[src/rtl/rgl_pkg.sv]
// Shared constants for the running GCD / LCM reduction block.
// No dependencies.
`default_nettype none
package rgl_pkg;
	localparam int LCM_BITS = 31;
	localparam logic [LCM_BITS-1:0] LCM_MAX = '1;
	localparam int GCD_OUT_BITS = 32;
endpackage
`default_nettype wire

[src/rtl/rgl_front.sv]
// Front end: takes the signed value, forms its magnitude and classifies it.
// Depends on rgl_pkg.
`default_nettype none
module rgl_front #(
	parameter int VALUE_WIDTH = 32,
	parameter int GW = 32
) (
	input  wire logic [VALUE_WIDTH-1:0] value,
	output logic [GW-1:0] mag,
	output logic is_zero,
	output logic over_max
);
	logic [VALUE_WIDTH-1:0] neg;

	// Two's complement magnitude; the most negative value keeps its top bit
	assign neg = (~value) + VALUE_WIDTH'(1);
	assign mag = GW'(value[VALUE_WIDTH-1] ? neg : value);
	assign is_zero = (value == '0);
	assign over_max = (mag > GW'(rgl_pkg::LCM_MAX));
endmodule
`default_nettype wire

[src/rtl/rgl_fifo.sv]
// Two-entry queue between the front end and the arithmetic back end.
// No dependencies.
`default_nettype none
module rgl_fifo #(
	parameter int WIDTH = 35
) (
	input  wire logic clk,
	input  wire logic arst_n,
	input  wire logic push,
	input  wire logic [WIDTH-1:0] wdata,
	output logic full,
	input  wire logic pop,
	output logic [WIDTH-1:0] rdata,
	output logic not_empty
);
	logic [WIDTH-1:0] mem_q [2];
	logic wr_ptr_q, rd_ptr_q;
	logic [1:0] count_q;

	assign full = (count_q == 2'd2);
	assign not_empty = (count_q != 2'd0);
	assign rdata = mem_q[rd_ptr_q];

	// Store on push
	always_ff @(posedge clk) begin
		if (push) mem_q[wr_ptr_q] <= wdata;
	end

	// Advance pointers and count
	always_ff @(posedge clk or negedge arst_n) begin
		if (!arst_n) begin
			wr_ptr_q <= 1'b0;
			rd_ptr_q <= 1'b0;
			count_q <= 2'd0;
		end else begin
			if (push) wr_ptr_q <= ~wr_ptr_q;
			if (pop) rd_ptr_q <= ~rd_ptr_q;
			if (push && !pop) count_q <= count_q + 2'd1;
			else if (pop && !push) count_q <= count_q - 2'd1;
		end
	end
endmodule
`default_nettype wire

[src/rtl/rgl_gcd.sv]
// Iterative binary GCD unit, one halving or subtraction per cycle.
// No dependencies.
`default_nettype none
module rgl_gcd #(
	parameter int WIDTH = 32
) (
	input  wire logic clk,
	input  wire logic arst_n,
	input  wire logic start,
	input  wire logic [WIDTH-1:0] a,
	input  wire logic [WIDTH-1:0] b,
	output logic busy,
	output logic [WIDTH-1:0] result
);
	localparam int KW = $clog2(WIDTH + 1);

	logic [WIDTH-1:0] a_q, b_q, res_q;
	logic [KW-1:0] k_q;
	logic busy_q;

	assign busy = busy_q;
	assign result = res_q;

	// Operand registers and the shared power of two
	always_ff @(posedge clk) begin
		if (start) begin
			a_q <= a;
			b_q <= b;
			k_q <= '0;
		end else if (busy_q) begin
			if (a_q == '0) begin
				res_q <= b_q << k_q;
			end else if (b_q == '0) begin
				res_q <= a_q << k_q;
			end else if (!a_q[0] && !b_q[0]) begin
				a_q <= a_q >> 1;
				b_q <= b_q >> 1;
				k_q <= k_q + KW'(1);
			end else if (!a_q[0]) begin
				a_q <= a_q >> 1;
			end else if (!b_q[0]) begin
				b_q <= b_q >> 1;
			end else if (a_q >= b_q) begin
				a_q <= a_q - b_q;
			end else begin
				b_q <= b_q - a_q;
			end
		end
	end

	// Drop busy once either operand reaches zero
	always_ff @(posedge clk or negedge arst_n) begin
		if (!arst_n) busy_q <= 1'b0;
		else if (start) busy_q <= 1'b1;
		else if (busy_q && (a_q == '0 || b_q == '0)) busy_q <= 1'b0;
	end
endmodule
`default_nettype wire

[src/rtl/rgl_back.sv]
// Back end: folds each queued magnitude into the running GCD and LCM.
// Depends on rgl_pkg and rgl_gcd.
`default_nettype none
module rgl_back #(
	parameter int GW = 32
) (
	input  wire logic clk,
	input  wire logic arst_n,
	input  wire logic item_valid,
	input  wire logic [GW-1:0] item_mag,
	input  wire logic item_zero,
	input  wire logic item_over,
	input  wire logic item_last,
	output logic item_pop,
	output logic out_valid,
	input  wire logic out_ready,
	output logic [31:0] gcd_result,
	output logic [30:0] lcm_result,
	output logic lcm_overflow
);
	localparam int LB = rgl_pkg::LCM_BITS;
	localparam logic [2:0] S_IDLE = 3'd0;
	localparam logic [2:0] S_GCD  = 3'd1;
	localparam logic [2:0] S_DIV  = 3'd2;
	localparam logic [2:0] S_MUL  = 3'd3;
	localparam logic [2:0] S_CHK  = 3'd4;
	localparam logic [2:0] S_FIN  = 3'd5;

	logic [2:0] state_q;
	logic [GW-1:0] acc_g_q, m_q;
	logic [LB-1:0] acc_l_q, dvd_q, dvs_q, rem_q;
	logic started_q, ovf_q, last_q, zero_q, over_q;
	logic [4:0] cnt_q;
	logic [2*LB-1:0] prod_q;
	logic [LB:0] trial;
	logic trial_ge;
	logic gcd_start, busy_g, busy_l;
	logic [GW-1:0] res_g, res_l;
	logic out_valid_q;
	logic [31:0] gcd_out_q;
	logic [LB-1:0] lcm_out_q;
	logic ovf_out_q;
	logic out_free;

	assign item_pop = (state_q == S_IDLE) && item_valid;
	assign gcd_start = item_pop && started_q;
	assign out_free = !out_valid_q || out_ready;
	assign out_valid = out_valid_q;
	assign gcd_result = gcd_out_q;
	assign lcm_result = lcm_out_q;
	assign lcm_overflow = ovf_out_q;

	// Restoring division step
	assign trial = {rem_q, dvd_q[LB-1]};
	assign trial_ge = (trial >= {1'b0, dvs_q});

	rgl_gcd #(.WIDTH(GW)) u_gcd_g (
		.clk(clk), .arst_n(arst_n), .start(gcd_start),
		.a(acc_g_q), .b(item_mag), .busy(busy_g), .result(res_g)
	);

	rgl_gcd #(.WIDTH(GW)) u_gcd_l (
		.clk(clk), .arst_n(arst_n), .start(gcd_start),
		.a(GW'(acc_l_q)), .b(item_mag), .busy(busy_l), .result(res_l)
	);

	// Datapath registers
	always_ff @(posedge clk) begin
		case (state_q)
			S_IDLE: begin
				if (item_valid) begin
					m_q <= item_mag;
					zero_q <= item_zero;
					over_q <= item_over;
				end
			end
			S_GCD: begin
				rem_q <= '0;
				dvd_q <= acc_l_q;
				dvs_q <= res_l[LB-1:0];
			end
			S_DIV: begin
				rem_q <= trial_ge ? LB'(trial - {1'b0, dvs_q}) : trial[LB-1:0];
				dvd_q <= {dvd_q[LB-2:0], trial_ge};
			end
			S_MUL: prod_q <= dvd_q * m_q[LB-1:0];
			default: ;
		endcase
		if (state_q == S_FIN && last_q && out_free) begin
			gcd_out_q <= 32'(acc_g_q);
			lcm_out_q <= acc_l_q;
			ovf_out_q <= ovf_q;
		end
	end

	// Sequencer and running state
	always_ff @(posedge clk or negedge arst_n) begin
		if (!arst_n) begin
			state_q <= S_IDLE;
			acc_g_q <= '0;
			acc_l_q <= '0;
			started_q <= 1'b0;
			ovf_q <= 1'b0;
			last_q <= 1'b0;
			cnt_q <= '0;
			out_valid_q <= 1'b0;
		end else begin
			if (out_valid_q && out_ready) out_valid_q <= 1'b0;
			case (state_q)
				S_IDLE: begin
					if (item_valid) begin
						last_q <= item_last;
						if (!started_q) begin
							started_q <= 1'b1;
							acc_g_q <= item_mag;
							if (item_over) begin
								acc_l_q <= rgl_pkg::LCM_MAX;
								ovf_q <= 1'b1;
							end else begin
								acc_l_q <= LB'(item_mag);
							end
							state_q <= S_FIN;
						end else begin
							state_q <= S_GCD;
						end
					end
				end
				S_GCD: begin
					if (!busy_g && !busy_l) begin
						acc_g_q <= res_g;
						cnt_q <= '0;
						if (acc_l_q == '0 || zero_q) begin
							acc_l_q <= '0;
							state_q <= S_FIN;
						end else if (over_q) begin
							acc_l_q <= rgl_pkg::LCM_MAX;
							ovf_q <= 1'b1;
							state_q <= S_FIN;
						end else begin
							state_q <= S_DIV;
						end
					end
				end
				S_DIV: begin
					cnt_q <= cnt_q + 5'd1;
					if (cnt_q == 5'(LB - 1)) state_q <= S_MUL;
				end
				S_MUL: state_q <= S_CHK;
				S_CHK: begin
					if (prod_q > (2*LB)'(rgl_pkg::LCM_MAX)) begin
						acc_l_q <= rgl_pkg::LCM_MAX;
						ovf_q <= 1'b1;
					end else begin
						acc_l_q <= prod_q[LB-1:0];
					end
					state_q <= S_FIN;
				end
				S_FIN: begin
					if (!last_q) begin
						state_q <= S_IDLE;
					end else if (out_free) begin
						out_valid_q <= 1'b1;
						acc_g_q <= '0;
						acc_l_q <= '0;
						started_q <= 1'b0;
						ovf_q <= 1'b0;
						state_q <= S_IDLE;
					end
				end
				default: state_q <= S_IDLE;
			endcase
		end
	end
endmodule
`default_nettype wire

[src/rtl/running_gcd_lcm_reduce.sv]
// Running GCD and LCM over runs of signed integers. Each transaction carries
// one value and a last mark; one result (GCD, saturated LCM, sticky overflow)
// leaves on the transaction marked last, and the running state then clears.
// Input is queued two deep so the front keeps accepting while the back end
// works, until the queue is full. Each item runs binary GCD (the two GCD
// units run side by side), then restoring division, then multiply, check
// and hand-off. The first item of a run goes straight to hand-off, and a
// zero value ends the GCD on its first step and skips the division; once
// the running LCM is zero, or the magnitude alone exceeds the LCM limit,
// the division is skipped but the GCD still runs in full.
// Depends on rgl_pkg, rgl_front, rgl_fifo, rgl_gcd and rgl_back.
`default_nettype none
module running_gcd_lcm_reduce #(
	parameter int VALUE_WIDTH = 32
) (
	input  wire logic clk,
	input  wire logic arst_n,
	input  wire logic in_valid,
	output logic in_ready,
	input  wire logic [VALUE_WIDTH-1:0] value,
	input  wire logic last,
	output logic out_valid,
	input  wire logic out_ready,
	output logic [31:0] gcd_result,
	output logic [30:0] lcm_result,
	output logic lcm_overflow
);
	localparam int GW = (VALUE_WIDTH > 32) ? VALUE_WIDTH : 32;
	localparam int EW = GW + 3;

	logic [GW-1:0] mag;
	logic is_zero, over_max, full, pop, not_empty;
	logic [EW-1:0] rdata;

	rgl_front #(.VALUE_WIDTH(VALUE_WIDTH), .GW(GW)) u_front (
		.value(value), .mag(mag), .is_zero(is_zero), .over_max(over_max)
	);

	assign in_ready = !full;

	rgl_fifo #(.WIDTH(EW)) u_fifo (
		.clk(clk), .arst_n(arst_n),
		.push(in_valid && !full), .wdata({over_max, is_zero, last, mag}),
		.full(full), .pop(pop), .rdata(rdata), .not_empty(not_empty)
	);

	rgl_back #(.GW(GW)) u_back (
		.clk(clk), .arst_n(arst_n),
		.item_valid(not_empty), .item_mag(rdata[GW-1:0]),
		.item_zero(rdata[GW+1]), .item_over(rdata[GW+2]), .item_last(rdata[GW]),
		.item_pop(pop), .out_valid(out_valid), .out_ready(out_ready),
		.gcd_result(gcd_result), .lcm_result(lcm_result), .lcm_overflow(lcm_overflow)
	);
endmodule
`default_nettype wire

[config.mk]
export PLATFORM = sky130hd
export DESIGN_NAME = running_gcd_lcm_reduce
export DESIGN_NICKNAME = d
export VERILOG_FILES = /design/src/rtl/rgl_pkg.sv /design/src/rtl/rgl_front.sv /design/src/rtl/rgl_fifo.sv /design/src/rtl/rgl_gcd.sv /design/src/rtl/rgl_back.sv /design/src/rtl/running_gcd_lcm_reduce.sv
export SDC_FILE = /design/constraint.sdc
export NUM_CORES = 2
export LEC_CHECK = 0
export BUFFER_PORTS_ARGS = -buffer_cell sky130_fd_sc_hd__buf_4
export CORE_MARGIN = 2
export CORE_UTILIZATION = 35
export CTS_CLUSTER_DIAMETER = 200
export CTS_CLUSTER_SIZE = 20
export DETAILED_ROUTE_END_ITERATION = 6
export PLACE_DENSITY = 0.45
export SYNTH_ARGS = -nofsm -noshare
export SYNTH_HDL_FRONTEND = slang
export SYNTH_SLANG_ARGS = --single-unit
[constraint.sdc]
create_clock -name clk -period 21.6 [get_ports clk]
set_clock_uncertainty 0.2 [all_clocks]
set_input_delay 1.08 -clock clk [delete_from_list [all_inputs] [get_ports clk]]
set_output_delay 1.08 -clock clk [all_outputs]
set_load 0.02 [all_outputs]
# Word level (Yosys, flattened, before mapping)
# Memories as Yosys holds them, arrays and structs flattened.
# Index checks and enable logic that the tools add are counted.
[classes]
n_addsub = 11
n_mul = 1
n_lt_le_gt_ge = 5
eq_ne = 31
shifts = 4
mux = 91
bitwise = 8
reduce_logical = 68
[ops]
columns = ["cell", "n"]
rows = [
  ["$mux 32", 36],
  ["$mux 31", 16],
  ["$logic_not 32->1", 5],
  ["$sub 32x32->32", 4],
  ["$pmux 31 s2", 2],
  ["$pmux 31 s4", 1],
  ["$pmux 32 s3", 1],
  ["$ge 32x32->1", 2],
  ["$shl 32x6->31", 2],
  ["$shl 32x6->32", 2],
  ["$gt 62x31->1 const B", 1],
  ["$mul 31x31->62", 1],
  ["$add 32x1->32 const B", 1],
  ["$ge 32x31->1", 1],
  ["$gt 32x31->1 const B", 1],
  ["$not 32->32", 1],
  ["$logic_not 31->1", 1],
  ["$sub 31x31->31", 1],
  ["$reduce_and 5->1", 5],
  ["$mux 3", 8],
  ["$reduce_and 4->1", 6],
  ["$ne 2x1->1 const B", 11],
  ["$mux 1", 20],
  ["$reduce_bool 2->1", 10],
  ["other kinds (32)", 80],
]
[word_totals]
ff_bits = 536
mem_bits_rw = 70
inputBits = 37
output_inout_bits = 66
wordCells = 256
n_memories = 1
[mem_list]
columns = ["name", "words", "width", "read_ports", "rd_ports_with_merged_regs", "wr", "line_no", "text"]
rows = [
  ["u_fifo.mem_q", 2, 35, 1, 0, 1, "rgl_fifo.sv:16", "logic [WIDTH-1:0] mem_q [2];"],
]

# Depth between registers and ports, before layout
[logic_depth]
word_depth = 9
mapped_depth = 27

# Hierarchy
# A second synthesis with hierarchy kept.
[unflattened]
hier_cells = 7262
hier_area_um2 = 69121.3
[by_module_without_submodules]
columns = ["module", "n_inst", "cells_each", "area_each_um2", "seq_area_each_um2"]
rows = [
  ["rgl_back", 1, 4639, 45223.4, 9444.1],
  ["rgl_gcd at u_back.u_gcd_g", 1, 1217, 10188.5, 3027.9],
  ["rgl_gcd at u_back.u_gcd_l", 1, 1178, 10112.2, 3027.9],
  ["rgl_fifo", 1, 125, 2865.2, 2202.1],
  ["rgl_front", 1, 101, 721.9, 0.0],
  ["running_gcd_lcm_reduce", 1, 2, 10.0, 0.0],
]

# Least setup slack after synthesis
# Ideal clock, no wire load.
[synth_timing]
path_type = "flip-flop to flip-flop"
start = "reg u_back.dvd_q[16]"
end = "reg u_back.prod_q[55], data pin"
arrival_time_ns = 6.968
required_ns = 21.115
slack_ns = 14.147
path_stages_with_launch = 23
n_path_buf = 1
period_less_slack_ns = 7.453
cell_sequence = "edfxtp_1 clkbuf_1 and2_1 fa_1 fa_1 inv_1 fa_1 fa_1 fa_1 inv_1 fa_1 fa_1 fa_1 ha_1 a21oi_1 a21oi_1 a211oi_1 o21ai_0 a221o_1 o31ai_1 o311ai_0 nor4_1 a211oi_1"
[synth_between]
elab_chain_cells = 1
[synth_rtl]
columns = ["item", "line_no", "text"]
rows = [
  ["from (decl)", "rgl_back.sv:31", "logic [LB-1:0] acc_l_q, dvd_q, dvs_q, rem_q;"],
  ["from (signal assigned)", "rgl_back.sv:79", "dvd_q <= acc_l_q;"],
  ["from (signal assigned)", "rgl_back.sv:84", "dvd_q <= {dvd_q[LB-2:0], trial_ge};"],
  ["$mul 31x31->62", "rgl_back.sv:86", "S_MUL: prod_q <= dvd_q * m_q[LB-1:0];"],
  ["to (signal assigned)", "rgl_back.sv:86", ""],
  ["to (decl)", "rgl_back.sv:34", "logic [2*LB-1:0] prod_q;"],
]
# No other way between the ends.
# A chain may end at the register's enable or synchronous reset.

# Worst setup path after layout
[layout_timing]
start = "reg u_back.m_q[10]"
end = "reg u_back.prod_q[56], data pin"
[layout_between]
elab_chain_cells = 1
[layout_rtl]
columns = ["item", "line_no", "text"]
rows = [
  ["from (decl)", "rgl_back.sv:30", "logic [GW-1:0] acc_g_q, m_q;"],
  ["from (signal assigned)", "rgl_back.sv:72", "m_q <= item_mag;"],
  ["$mul 31x31->62", "rgl_back.sv:86", ""],
]
# No other way between the ends.

==> impl_metrics.toml <==
[logic_synthesis]
synthFlopType = "edfxtp_1"
synth-simple-area-share = 0.154
ys_warn_count = 0
synth_top_family_by_area = "adder cells"
synth_nets = 8460
syn_avg_cell_area_sq_um = 9.48
synth_cell_types = 83
yosys.area_share.adder = 0.326
async_reset_ff_frac = 0.134
synth-seq-cells = 606
synth_edf_count = 512
syn_inst = 7161
ys_seq_area_frac = 0.260
synth_xor_area_frac = 0.0297
synth_compound_area_frac = 0.122
synth_mux_area_frac = 0.0306
syn-cell-area_sq_mm = 0.0679

[floorplan]
start_util = 0.353
pin_count = 103
core.rowCount = 161
die_w_microns = 444
core_sq_mm = 0.193
die_area_sq_mm = 0.198
fp.dieH_microns = 444

[cts]
cts_resized = 0
cts_max_level = 2
cts_buffer_depth = 3
cts_tree = "done"
cts_setup_buffers = 0
insertion_delay_ns = 0.64
cts.sinks = 606
cts_made_buffers = 36
cts.clk_slew.worst_paths_ns = 0.10
hold_buffers = 0
clock_tree.root_cell = "clkbuf_16"

[placed_design]
port_buffers = 102
dp_slack_ns = 12.17
place_inst = 9468
hpwl_microns = 183000
place.gp.congestion = 0.894

[global_route]
grt_pass1_vias = 53997
grt_overflow = 0
grt_max_degree = 65
grt_pass1_wl_microns = 358000
antenna_found_initial = 12
gr-usage-all-layers = 0.239

[cells_and_area]
fin_cells = 9533
nNetsFinal = 8279
fill_cells = 19646
layout_common_cells = "inv_1, fa_1, nand2_1"
final_common_cell = "inv_1"
drive_gt1_frac = 0.0582
area_delta_synth_final_pct = 6.30

[job]
max_cap_violations = 0

[timing]
setup_tns_ns = 0
holdWs_ns = 0.221
tightest_slew_ns = 1.40
slew_viol_final = 0
slew_headroom = 0.0650
hold_viol = 0
setup_slack_ns = 12.13
finalCriticalPeriod_ns = 9.47
fin_crit_sh = 0.438
fmax_mhz = 106
setup_viol = 0
grt_setup_unrepaired = "no"

[route]
detail-route-antenna-nets = 0
drt-wirelength-per-cell_microns = 24.8
drc = 0
vias = 51877
drtIter0Drc = 4030
viasPerCell = 5.44
wl_microns = 236000
dr.pass1.iters = 6

[hold_path]
hold_path.class = "reg -> reg"

[setup_path]
cp.required_ns = 21.79
cp_max_fo = 31
worstSetupStartpointType = "flip-flop"
cp.arrival_ns = 9.66
cp-end-kind = "flip-flop"
path_class = "reg -> reg"

[outcome]
outcome = "finished clean"
==> cell families (layout without fill, tap and decap cells) <==
family                     count (synthesis)  after routing
xor gates and xnor gates                 230            230
buffers and inverters                   1413           1257
AOI/OAI and AO/OA                       1295           1295
muxes                                    185            185
other                                      0              2
and+or+nand+nor                         2170           2170
adders and majority gates               1262           1262
DFF                                      606            606
==> flip-flops by register name, summed over array words and instances, names as in the netlist, 2 cells and up <==
name	flops
u_back.dvd_q	31
u_back.cnt_q	5
u_back.lcm_result	31
u_back.u_gcd_g.b_q	32
u_back.state_q	3
u_back.m_q	31
u_back.u_gcd_l.b_q	32
u_back.prod_q	62
u_fifo.count_q	2
u_fifo.mem_q	70
u_back.u_gcd_g.a_q	32
u_back.u_gcd_l.result	31
u_back.gcd_result	32
u_back.acc_l_q	31
u_back.u_gcd_g.result	32
u_back.u_gcd_l.a_q	32
u_back.dvs_q	31
u_back.u_gcd_l.k_q	6
u_back.acc_g_q	32
u_back.u_gcd_g.k_q	6
u_back.rem_q	31
==> routing by layer <==
layer / vias up / track usage / wire length [microns]
met5: - / 0 / 23
met4: 4 / 0.0687 / 7590
met3: 247 / 0.0183 / 9810
met2: 1349 / 0.402 / 113000
met1: 26947 / 0.331 / 106000
li1: 23330 / - / -
==> worst max-delay path, stage by stage, from the launching register on <==
cell,delay [ns]
edfxtp_1,1.30
and2_1,0.29
fa_1,0.42
fa_1,0.54
inv_1,0.07
fa_1,0.57
fa_1,0.45
fa_1,0.55
inv_1,0.05
fa_1,0.56
fa_1,0.45
fa_1,0.48
ha_1,0.38
a21oi_1,0.28
o21ai_0,0.21
or4_1,0.53
a311oi_1,0.40
nor2_1,0.15
a21oi_1,0.47
o21ai_0,0.31
mux2i_1,0.18
a311oi_1,0.35
==> area by class of cell <==
type | count | area [sq um] | area share
antenna | 2 | 5.00 | 0.0000693
multi-input combinational | 5142 | 45100 | 0.624
sequential | 606 | 17700 | 0.245
inverter | 987 | 3700 | 0.0513
clock inverter | 2 | 17.5 | 0.000243
tap | 2526 | 3160 | 0.0438
timing repair buffer | 207 | 1550 | 0.0215
clock buffer | 61 | 1020 | 0.0141
==> synth_stat cells, types with 113 or more instances <==
| cell type | n | area share |
|---|---|---|
| inv_1 | 983 | 0.054 |
| fa_1 | 842 | 0.25 |
| nand2_1 | 767 | 0.042 |
| and2_1 | 521 | 0.048 |
| edfxtp_1 | 512 | 0.23 |
| nor2_1 | 471 | 0.026 |
| a21oi_1 | 423 | 0.031 |
| ha_1 | 420 | 0.077 |
| clkbuf_1 | 391 | 0.022 |
| o21ai_0 | 202 | 0.015 |
| xnor2_1 | 151 | 0.019 |
| a21o_1 | 113 | 0.012 |
==> worst paths after layout <==
kind	start	cells after the start	slack (ns)	end
max reg2reg	u_back.m_q[10]	21	12.13	u_back.prod_q[56]
min in group asynchronous	arst_n	1	0.23	u_back.cnt_q[1]
min reg2reg	u_back.u_gcd_l.result[30]	0	0.22	u_back.dvs_q[30]
max in group asynchronous	arst_n	2	19.78	u_fifo.rd_ptr_q
max	u_back.m_q[10]	21	12.13	u_back.prod_q[56]
min	u_back.u_gcd_l.result[30]	0	0.22	u_back.dvs_q[30]
==> stage by stage <==
stage	utilization	cell area, sq um
global route	0.375	72200
floorplan	-	67900
global placement	0.369	71200
finish	0.375	72200
detailed placement	0.369	71200
CTS	0.375	72200
Power is not shown: default switching activity piles up to over one toggle a cycle in this logic, so the estimate is an artifact.
